--- src/rtl/ptd_pkg.sv ---
package ptd_pkg;

  localparam int THRESH_WIDTH = 15;

  typedef logic [THRESH_WIDTH-1:0] thresh_t;

  localparam thresh_t THRESH_RESET = 15'd26;

  localparam logic [1:0] MODE_UNDECIDED = 2'd0;
  localparam logic [1:0] MODE_SEEK_PEAK = 2'd1;
  localparam logic [1:0] MODE_SEEK_TROUGH = 2'd2;

endpackage

--- src/rtl/peak_trough_detector.sv ---
// Channel  Direction  Handshake          Payload
// in_      input      valid / stall      sample, record_start
// out_     output     valid / stall      event_is_trough, event_index, event_value,
//                                        peak_total, trough_total
// cfg_     input      valid / ready      data (threshold)
//
// One sample is taken per cycle while in_stall is low; the detector state and
// any event register together, the event into the output register, or into a
// one-entry skid buffer behind it while a result there waits. The skid buffer
// lets input continue meanwhile; input stalls only while that buffer is full.
// Reset is synchronous and active low; the threshold resets to 26.
// cfg_ready is always high.
module peak_trough_detector #(
  parameter int SAMPLE_WIDTH = 16,
  parameter int INDEX_WIDTH = 16
) (
  input  logic                          clk,
  input  logic                          rst_n,
  input  logic                          in_valid,
  output logic                          in_stall,
  input  logic signed [SAMPLE_WIDTH-1:0] in_sample,
  input  logic                          in_record_start,
  output logic                          out_valid,
  input  logic                          out_stall,
  output logic                          out_event_is_trough,
  output logic [INDEX_WIDTH-1:0]        out_event_index,
  output logic signed [SAMPLE_WIDTH-1:0] out_event_value,
  output logic [INDEX_WIDTH-1:0]        out_peak_total,
  output logic [INDEX_WIDTH-1:0]        out_trough_total,
  input  logic                          cfg_valid,
  output logic                          cfg_ready,
  input  ptd_pkg::thresh_t              cfg_data
);
  import ptd_pkg::*;

  localparam int CW = ((SAMPLE_WIDTH > THRESH_WIDTH) ? SAMPLE_WIDTH : THRESH_WIDTH) + 2;
  localparam logic [INDEX_WIDTH-1:0] IDX_MAX = {INDEX_WIDTH{1'b1}};

  typedef struct packed {
    logic                          is_trough;
    logic [INDEX_WIDTH-1:0]        index;
    logic signed [SAMPLE_WIDTH-1:0] value;
    logic [INDEX_WIDTH-1:0]        peaks;
    logic [INDEX_WIDTH-1:0]        troughs;
  } result_t;

  thresh_t                        threshold_r;
  logic [1:0]                     mode_r, mode_nxt, mode_b;
  logic signed [SAMPLE_WIDTH-1:0] high_value_r, high_value_nxt, high_value_b;
  logic signed [SAMPLE_WIDTH-1:0] low_value_r, low_value_nxt, low_value_b;
  logic [INDEX_WIDTH-1:0]         high_index_r, high_index_nxt, high_index_b;
  logic [INDEX_WIDTH-1:0]         low_index_r, low_index_nxt, low_index_b;
  logic [INDEX_WIDTH-1:0]         count_r, count_nxt, count_b;
  logic [INDEX_WIDTH-1:0]         peaks_r, peaks_nxt, peaks_b;
  logic [INDEX_WIDTH-1:0]         troughs_r, troughs_nxt, troughs_b;

  logic signed [CW-1:0] x_ext, th_ext, hv_ext, lv_ext;
  logic                 high_le_x, high_drop, x_le_low, low_rise;
  logic                 emit;
  result_t              res;

  logic    out_valid_r, skid_valid_r;
  result_t out_r, skid_r;
  logic    in_acc, out_take;

  assign in_stall  = skid_valid_r;
  assign cfg_ready = 1'b1;
  assign in_acc    = in_valid && !skid_valid_r;
  assign out_take  = out_valid_r && !out_stall;

  always_comb begin
    if (in_record_start) begin
      mode_b       = MODE_UNDECIDED;
      high_value_b = in_sample;
      low_value_b  = in_sample;
      high_index_b = '0;
      low_index_b  = '0;
      count_b      = '0;
      peaks_b      = '0;
      troughs_b    = '0;
    end else begin
      mode_b       = mode_r;
      high_value_b = high_value_r;
      low_value_b  = low_value_r;
      high_index_b = high_index_r;
      low_index_b  = low_index_r;
      count_b      = count_r;
      peaks_b      = peaks_r;
      troughs_b    = troughs_r;
    end

    x_ext  = CW'(in_sample);
    th_ext = CW'(signed'({1'b0, threshold_r}));
    hv_ext = CW'(high_value_b);
    lv_ext = CW'(low_value_b);

    high_le_x = hv_ext <= x_ext;
    high_drop = hv_ext >= x_ext + th_ext;
    x_le_low  = x_ext <= lv_ext;
    low_rise  = x_ext >= lv_ext + th_ext;

    count_nxt      = (count_b != IDX_MAX) ? count_b + 1'b1 : count_b;
    mode_nxt       = mode_b;
    high_value_nxt = high_value_b;
    low_value_nxt  = low_value_b;
    high_index_nxt = high_index_b;
    low_index_nxt  = low_index_b;
    peaks_nxt      = peaks_b;
    troughs_nxt    = troughs_b;
    emit           = 1'b0;
    res.is_trough  = 1'b0;
    res.index      = high_index_b;
    res.value      = high_value_b;

    case (mode_b)
      MODE_SEEK_PEAK: begin
        if (high_le_x) begin
          high_value_nxt = in_sample;
          high_index_nxt = count_b;
        end else if (high_drop) begin
          peaks_nxt     = (peaks_b != IDX_MAX) ? peaks_b + 1'b1 : peaks_b;
          emit          = 1'b1;
          low_value_nxt = in_sample;
          low_index_nxt = count_b;
          mode_nxt      = MODE_SEEK_TROUGH;
        end
      end
      MODE_SEEK_TROUGH: begin
        if (x_le_low) begin
          low_value_nxt = in_sample;
          low_index_nxt = count_b;
        end else if (low_rise) begin
          troughs_nxt    = (troughs_b != IDX_MAX) ? troughs_b + 1'b1 : troughs_b;
          emit           = 1'b1;
          res.is_trough  = 1'b1;
          res.index      = low_index_b;
          res.value      = low_value_b;
          high_value_nxt = in_sample;
          high_index_nxt = count_b;
          mode_nxt       = MODE_SEEK_PEAK;
        end
      end
      default: begin
        if (high_drop) begin
          mode_nxt = MODE_SEEK_TROUGH;
        end else if (low_rise) begin
          mode_nxt = MODE_SEEK_PEAK;
        end
        if (high_le_x) begin
          high_value_nxt = in_sample;
          high_index_nxt = count_b;
        end else if (x_le_low) begin
          low_value_nxt = in_sample;
          low_index_nxt = count_b;
        end
      end
    endcase

    res.peaks   = peaks_nxt;
    res.troughs = troughs_nxt;
  end

  always_ff @(posedge clk) begin
    if (!rst_n) begin
      threshold_r  <= THRESH_RESET;
      mode_r       <= MODE_UNDECIDED;
      high_value_r <= '0;
      low_value_r  <= '0;
      high_index_r <= '0;
      low_index_r  <= '0;
      count_r      <= '0;
      peaks_r      <= '0;
      troughs_r    <= '0;
    end else begin
      if (cfg_valid && cfg_ready) begin
        threshold_r <= cfg_data;
      end
      if (in_acc) begin
        mode_r       <= mode_nxt;
        high_value_r <= high_value_nxt;
        low_value_r  <= low_value_nxt;
        high_index_r <= high_index_nxt;
        low_index_r  <= low_index_nxt;
        count_r      <= count_nxt;
        peaks_r      <= peaks_nxt;
        troughs_r    <= troughs_nxt;
      end
    end
  end

  always_ff @(posedge clk) begin
    if (!rst_n) begin
      out_valid_r  <= 1'b0;
      skid_valid_r <= 1'b0;
    end else if (skid_valid_r) begin
      if (out_take) begin
        out_r        <= skid_r;
        skid_valid_r <= 1'b0;
      end
    end else if (in_acc && emit) begin
      if (!out_valid_r || out_take) begin
        out_r       <= res;
        out_valid_r <= 1'b1;
      end else begin
        skid_r       <= res;
        skid_valid_r <= 1'b1;
      end
    end else if (out_take) begin
      out_valid_r <= 1'b0;
    end
  end

  assign out_valid           = out_valid_r;
  assign out_event_is_trough = out_r.is_trough;
  assign out_event_index     = out_r.index;
  assign out_event_value     = out_r.value;
  assign out_peak_total      = out_r.peaks;
  assign out_trough_total    = out_r.troughs;

  a_skid_implies_out: assert property (@(posedge clk) disable iff (!rst_n)
    skid_valid_r |-> out_valid_r)
    else $error("skid buffer holds a transaction while the output register is empty");

  a_event_has_count: assert property (@(posedge clk) disable iff (!rst_n)
    out_valid_r |-> (out_r.peaks != '0 || out_r.troughs != '0))
    else $error("event transaction carries zero peak and trough totals");

  a_peak_turns_mode: assert property (@(posedge clk) disable iff (!rst_n)
    (in_acc && emit && !res.is_trough) |=> (mode_r == MODE_SEEK_TROUGH))
    else $error("mode did not turn to trough seeking after a peak");

  a_trough_turns_mode: assert property (@(posedge clk) disable iff (!rst_n)
    (in_acc && emit && res.is_trough) |=> (mode_r == MODE_SEEK_PEAK))
    else $error("mode did not turn to peak seeking after a trough");

endmodule

--- config.mk ---
export PLATFORM = sky130hd
export DESIGN_NAME = peak_trough_detector
export DESIGN_NICKNAME = d
export VERILOG_FILES = /design/src/rtl/ptd_pkg.sv /design/src/rtl/peak_trough_detector.sv
export SDC_FILE = /design/constraint.sdc
export NUM_CORES = 1
export LEC_CHECK = 0
export ABC_AREA = 1
export BUFFER_PORTS_ARGS = -buffer_cell sky130_fd_sc_hd__buf_2
export CORE_UTILIZATION = 45
export DETAILED_ROUTE_END_ITERATION = 16
export PLACE_DENSITY = 0.61
export SETUP_SLACK_MARGIN = 0.5
export SLEW_MARGIN = 5
export SYNTH_ARGS = -nofsm -noshare
export SYNTH_HDL_FRONTEND = slang
export SYNTH_SLANG_ARGS = --single-unit
--- constraint.sdc ---
create_clock -name clk -period 14.65 [get_ports clk]
set_clock_uncertainty 0.1 [all_clocks]
set_input_delay 2.1975 -clock clk [delete_from_list [all_inputs] [get_ports clk]]
set_output_delay 2.1975 -clock clk [all_outputs]
set_load 0.005 [all_outputs]
==> impl_results.md <==
* Storage element area at 6530 µm²
* Number of top-level design ports at 105
* Post-CTS resize count at 0
* First-pass GRT wire length at 92100 µm
* Switching power share of the total at 0.352
* Vias per cell at 5.59
* Largest fanout on the critical path at 51
* Root buffer cell: sky130_fd_sc_hd__clkbuf_16
* Clock latency of the later-clocked register in the worst-skew pair at 0.60 ns
* Synth-to-Final Area Change at 10.2%
* Setup slack after placement at 5.26 ns
* Category of the most critical setup path: in2reg
* H-tree Lvls at 1
* Library cell with the largest summed area after synthesis: sky130_fd_sc_hd__edfxtp_1
* Multi-input gate area in the final layout at 9930 µm²
* Area share of fa/ha/maj cells after synthesis at 0.0720
* Inserted Clock Buffers at 30
* Outcome: complete, no violations
* Final Cell Area at 20000 µm²
* Source of the critical timing path: in_record_start
* Initial detailed-routing violation count at 1878
* Worst-path clk slew at 0.06 ns
* Startpoint of the lowest-slack register-to-register path: low_value_r[0]$_SDFFE_PN0P_
* Final routed DRC violation total at 0
* Pin count of the biggest net entering global routing at 85
* Total Negative Setup Slacks at 0 ns
* CTS tree: done
* Number of distinct library cells after synthesis at 47
* Power Density at 115 nW/µm²
* Portion of the post-synthesis area used by sequential elements at 0.360
* Most used cell along the critical path: sky130_fd_sc_hd__nand2_1
* Filler instances at 4001
* Standard cell area after detailed placement at 18900 µm²
* Crit path setup slack, layout at 5.77 ns
* Number of synthesis warnings at 0
* Total clock sinks at 261
* Setup fix buffers added after clock tree synthesis at 0
* Synthesized area per cell at 6.92 µm²
* Type of element capturing the critical path: flop
* Sequential share of power at 0.356
* Remaining global-route overflow at 0
* Vias in the first global route at 16.7k
* Shortest clock period the worst path allows after layout at 8.88 ns
* Routed wire length at 58100 µm
* Antenna fix cells at 0
* Biggest register: skid_r
* Total buffers and inverters traversed by the critical path at 9
* Worst hold path class: reg2reg
* Synth cell count leaders: sky130_fd_sc_hd__nand2_1 (738), sky130_fd_sc_hd__inv_1 (273), sky130_fd_sc_hd__a21oi_1 (263), sky130_fd_sc_hd__o21ai_0 (196), sky130_fd_sc_hd__nand3_1 (173)
* CTS max path bufs at 3
* Crit start category: input port
* Proportion of layout cells with a drive suffix above 1 at 0.0908
* Normalized max-slew margin at 0.218
* Achievable Freq at 113 MHz
* Switch Pwr at 0.808 mW
* Total routing resource utilization after global routing at 0.280
* FP Rows at 73
* Initial antenna violation count at 0
* Max VDD drop at 0.0798 mV
* DP HPWL at 39200 µm
* Count of input and output buffers at 103
* Area of the placeable core at 39700 µm²
* Die height at 203 µm
* Die X-Extent at 203 µm
* Cell internal power dissipation at 1.49 mW
* Initial core utilization at 0.456
* Final Net Count at 2772
* Beginning of the worst hold path: count_r[4]$_SDFFE_PN0P_
* Dominant cells by area after synthesis: sky130_fd_sc_hd__edfxtp_1 (22%), sky130_fd_sc_hd__nand2_1 (15%), sky130_fd_sc_hd__dfxtp_1 (14%)
* Number of flip-flops under the largest register name at 65
* Crit path DAT at 8.99 ns
* Delay contributed by the slowest stage of the critical path at 0.64 ns
* Syn Inst Count at 2618
* Overall via count from detail_route at 17.8k
* Combinational power share at 0.278
* Number of synthesized flops with an enable pin at 130
* Max-cap viol count at 0
* Slew at the pin closest to its max-slew limit at 1.17 ns
* Most frequent cell after synthesis: sky130_fd_sc_hd__nand2_1
* Compound-cell area share of the yosys netlist at 0.169
* Post-route clock period utilization at 0.606
* Number of nets still failing antenna checks after routing at 0
* Count of endpoints failing setup in the final report at 0
* Pleak at 9.22 nW
* Routed wire per std cell at 18.3 µm
* Main synth FF type: sky130_fd_sc_hd__dfxtp_1
* Final count of pins violating max slew at 0
* Cell area after synthesis at 18100 µm²
* Data required time of the critical path at 14.76 ns
* Post-synth top area share at 0.216
* Clock network fraction of total power at 0.366
* Largest family of logic cells by synthesized area: simple AND/OR/NAND/NOR gates
* Library cell contributing the largest single delay on the critical path: sky130_fd_sc_hd__buf_4
* Kind of cell with the highest combined delay on the critical path: simple AND/OR/NAND/NOR gates
* Die ar. at 41100 µm²
* Number of hold-repair buffers added at the cts stage at 0
* Mapped Nets at 2758
* XOR/XNOR Fraction of Synth Area at 0.0178
* Simple-gate share of the synthesized area at 0.287
* Detailed-routing iteration count for the pre-antenna-repair pass at 6
* Routability congestion estimate at 0.943
* Unrepaired setup endpoints after global routing: no
* Fin. Hold Viols at 0
* Mux cell area share after synthesis at 0
* Async set-or-reset flop fraction in the synthesized netlist at 0
* Post-synthesis register bit count at 261
-- power groups by stage --
stage	logic (mW)	clock network, mW	registers (mW)
6_report	0.640	0.841	0.818
2_1_floorplan	0.458	0	0.826
3_5_place_dp	0.624	0	0.832
4_1_cts	0.627	0.857	0.817
5_1_grt	0.713	0.886	0.820
3_3_place_gp	0.614	0	0.832
-- metrics by stage --
stage / total power, mW / instances / hold slack, ns / utilization
floorplan: 1.28 / 2618 / 0.345 / -
global placement: 1.45 / 3125 / 0.354 / 0.475
global route: 2.42 / 3180 / 0.389 / 0.503
detailed placement: 1.46 / 3125 / 0.357 / 0.475
CTS: 2.30 / 3180 / 0.367 / 0.503
finish: 2.30 / 3180 / 0.367 / 0.503
-- cells by family (layout without fill, tap and decap cells) --
kind of cell               after synthesis  after routing
AOI/OAI and AO/OA                      576            576
adders and majority gates              103            103
other                                    1              1
xor gates and xnor gates                36             36
DFF                                    261            261
and+or+nand+nor                       1216           1216
buffers and inverters                  425            462
-- layout by cell type (no fill, tap or decap), types with 3 or more instances in the layout --
cell type | Yosys | routed
sky130_fd_sc_hd__o21bai_1 | 7 | 7
sky130_fd_sc_hd__edfxtp_1 | 130 | 130
sky130_fd_sc_hd__buf_2 | 26 | 103
sky130_fd_sc_hd__clkinv_2 | 0 | 7
sky130_fd_sc_hd__nor4_1 | 6 | 6
sky130_fd_sc_hd__o21ai_2 | 14 | 14
sky130_fd_sc_hd__nand2_2 | 3 | 5
sky130_fd_sc_hd__buf_4 | 1 | 25
sky130_fd_sc_hd__clkbuf_16 | 0 | 30
sky130_fd_sc_hd__ha_1 | 101 | 99
sky130_fd_sc_hd__nor2_4 | 7 | 8
sky130_fd_sc_hd__nand2_1 | 738 | 736
sky130_fd_sc_hd__nand4_1 | 77 | 77
sky130_fd_sc_hd__o21ai_1 | 47 | 47
sky130_fd_sc_hd__a21o_1 | 3 | 3
sky130_fd_sc_hd__o21ai_0 | 196 | 196
sky130_fd_sc_hd__bufinv_16 | 0 | 7
sky130_fd_sc_hd__nor3b_1 | 5 | 5
sky130_fd_sc_hd__nand3_2 | 2 | 4
sky130_fd_sc_hd__a31oi_1 | 13 | 13
sky130_fd_sc_hd__inv_2 | 5 | 6
sky130_fd_sc_hd__nand3b_1 | 6 | 6
sky130_fd_sc_hd__nor2_2 | 12 | 12
sky130_fd_sc_hd__nor2_1 | 159 | 158
sky130_fd_sc_hd__dfxtp_1 | 131 | 130
sky130_fd_sc_hd__xor2_1 | 24 | 24
sky130_fd_sc_hd__nor3_2 | 3 | 3
sky130_fd_sc_hd__nand3_1 | 173 | 171
sky130_fd_sc_hd__a211oi_1 | 3 | 3
sky130_fd_sc_hd__clkinvlp_4 | 0 | 3
sky130_fd_sc_hd__o211ai_1 | 20 | 20
sky130_fd_sc_hd__xnor2_1 | 11 | 11
sky130_fd_sc_hd__inv_1 | 273 | 271
sky130_fd_sc_hd__nor3_1 | 20 | 20
sky130_fd_sc_hd__a21oi_1 | 263 | 262
-- layout make-up --
cell class / instances / area share
Clock buffer: 33 / 0.0387
Clock inverter: 22 / 0.0164
Inverter: 279 / 0.0526
Multi-Input combinational cell: 1932 / 0.497
Sequential cell: 261 / 0.327
Tap cell: 525 / 0.0329
Timing Repair Buffer: 128 / 0.0352
-- path summary, 6_finish.rpt --
kind,to,slack (ns),depth (start not counted)
worst max-delay path,skid_r[41]$_DFFE_PP_,5.77,34
worst max register to register,skid_r[41]$_DFFE_PP_,8.19,29
worst min register to register,count_r[4]$_SDFFE_PN0P_,0.37,2
worst min-delay path,count_r[4]$_SDFFE_PN0P_,0.37,2
-- routing by layer --
metal | wire length (µm) | track usage | up-vias | part of all wire
met3 | 5380 | 0.0602 | 91 | 0.093
met2 | 24800 | 0.428 | 733 | 0.43
met4 | 1460 | 0.0835 | 0 | 0.025
met5 | 0 | 0 | - | 0
li1 | - | - | 8776 | -
met1 | 26500 | 0.395 | 8186 | 0.46
-- worst min-delay path, cell delays in order (launching register included) --
cell,delay [ns]
sky130_fd_sc_hd__dfxtp_1,0.31
sky130_fd_sc_hd__nand2_1,0.06
sky130_fd_sc_hd__a21oi_1,0.06
Power figures use the tool's default switching activity.
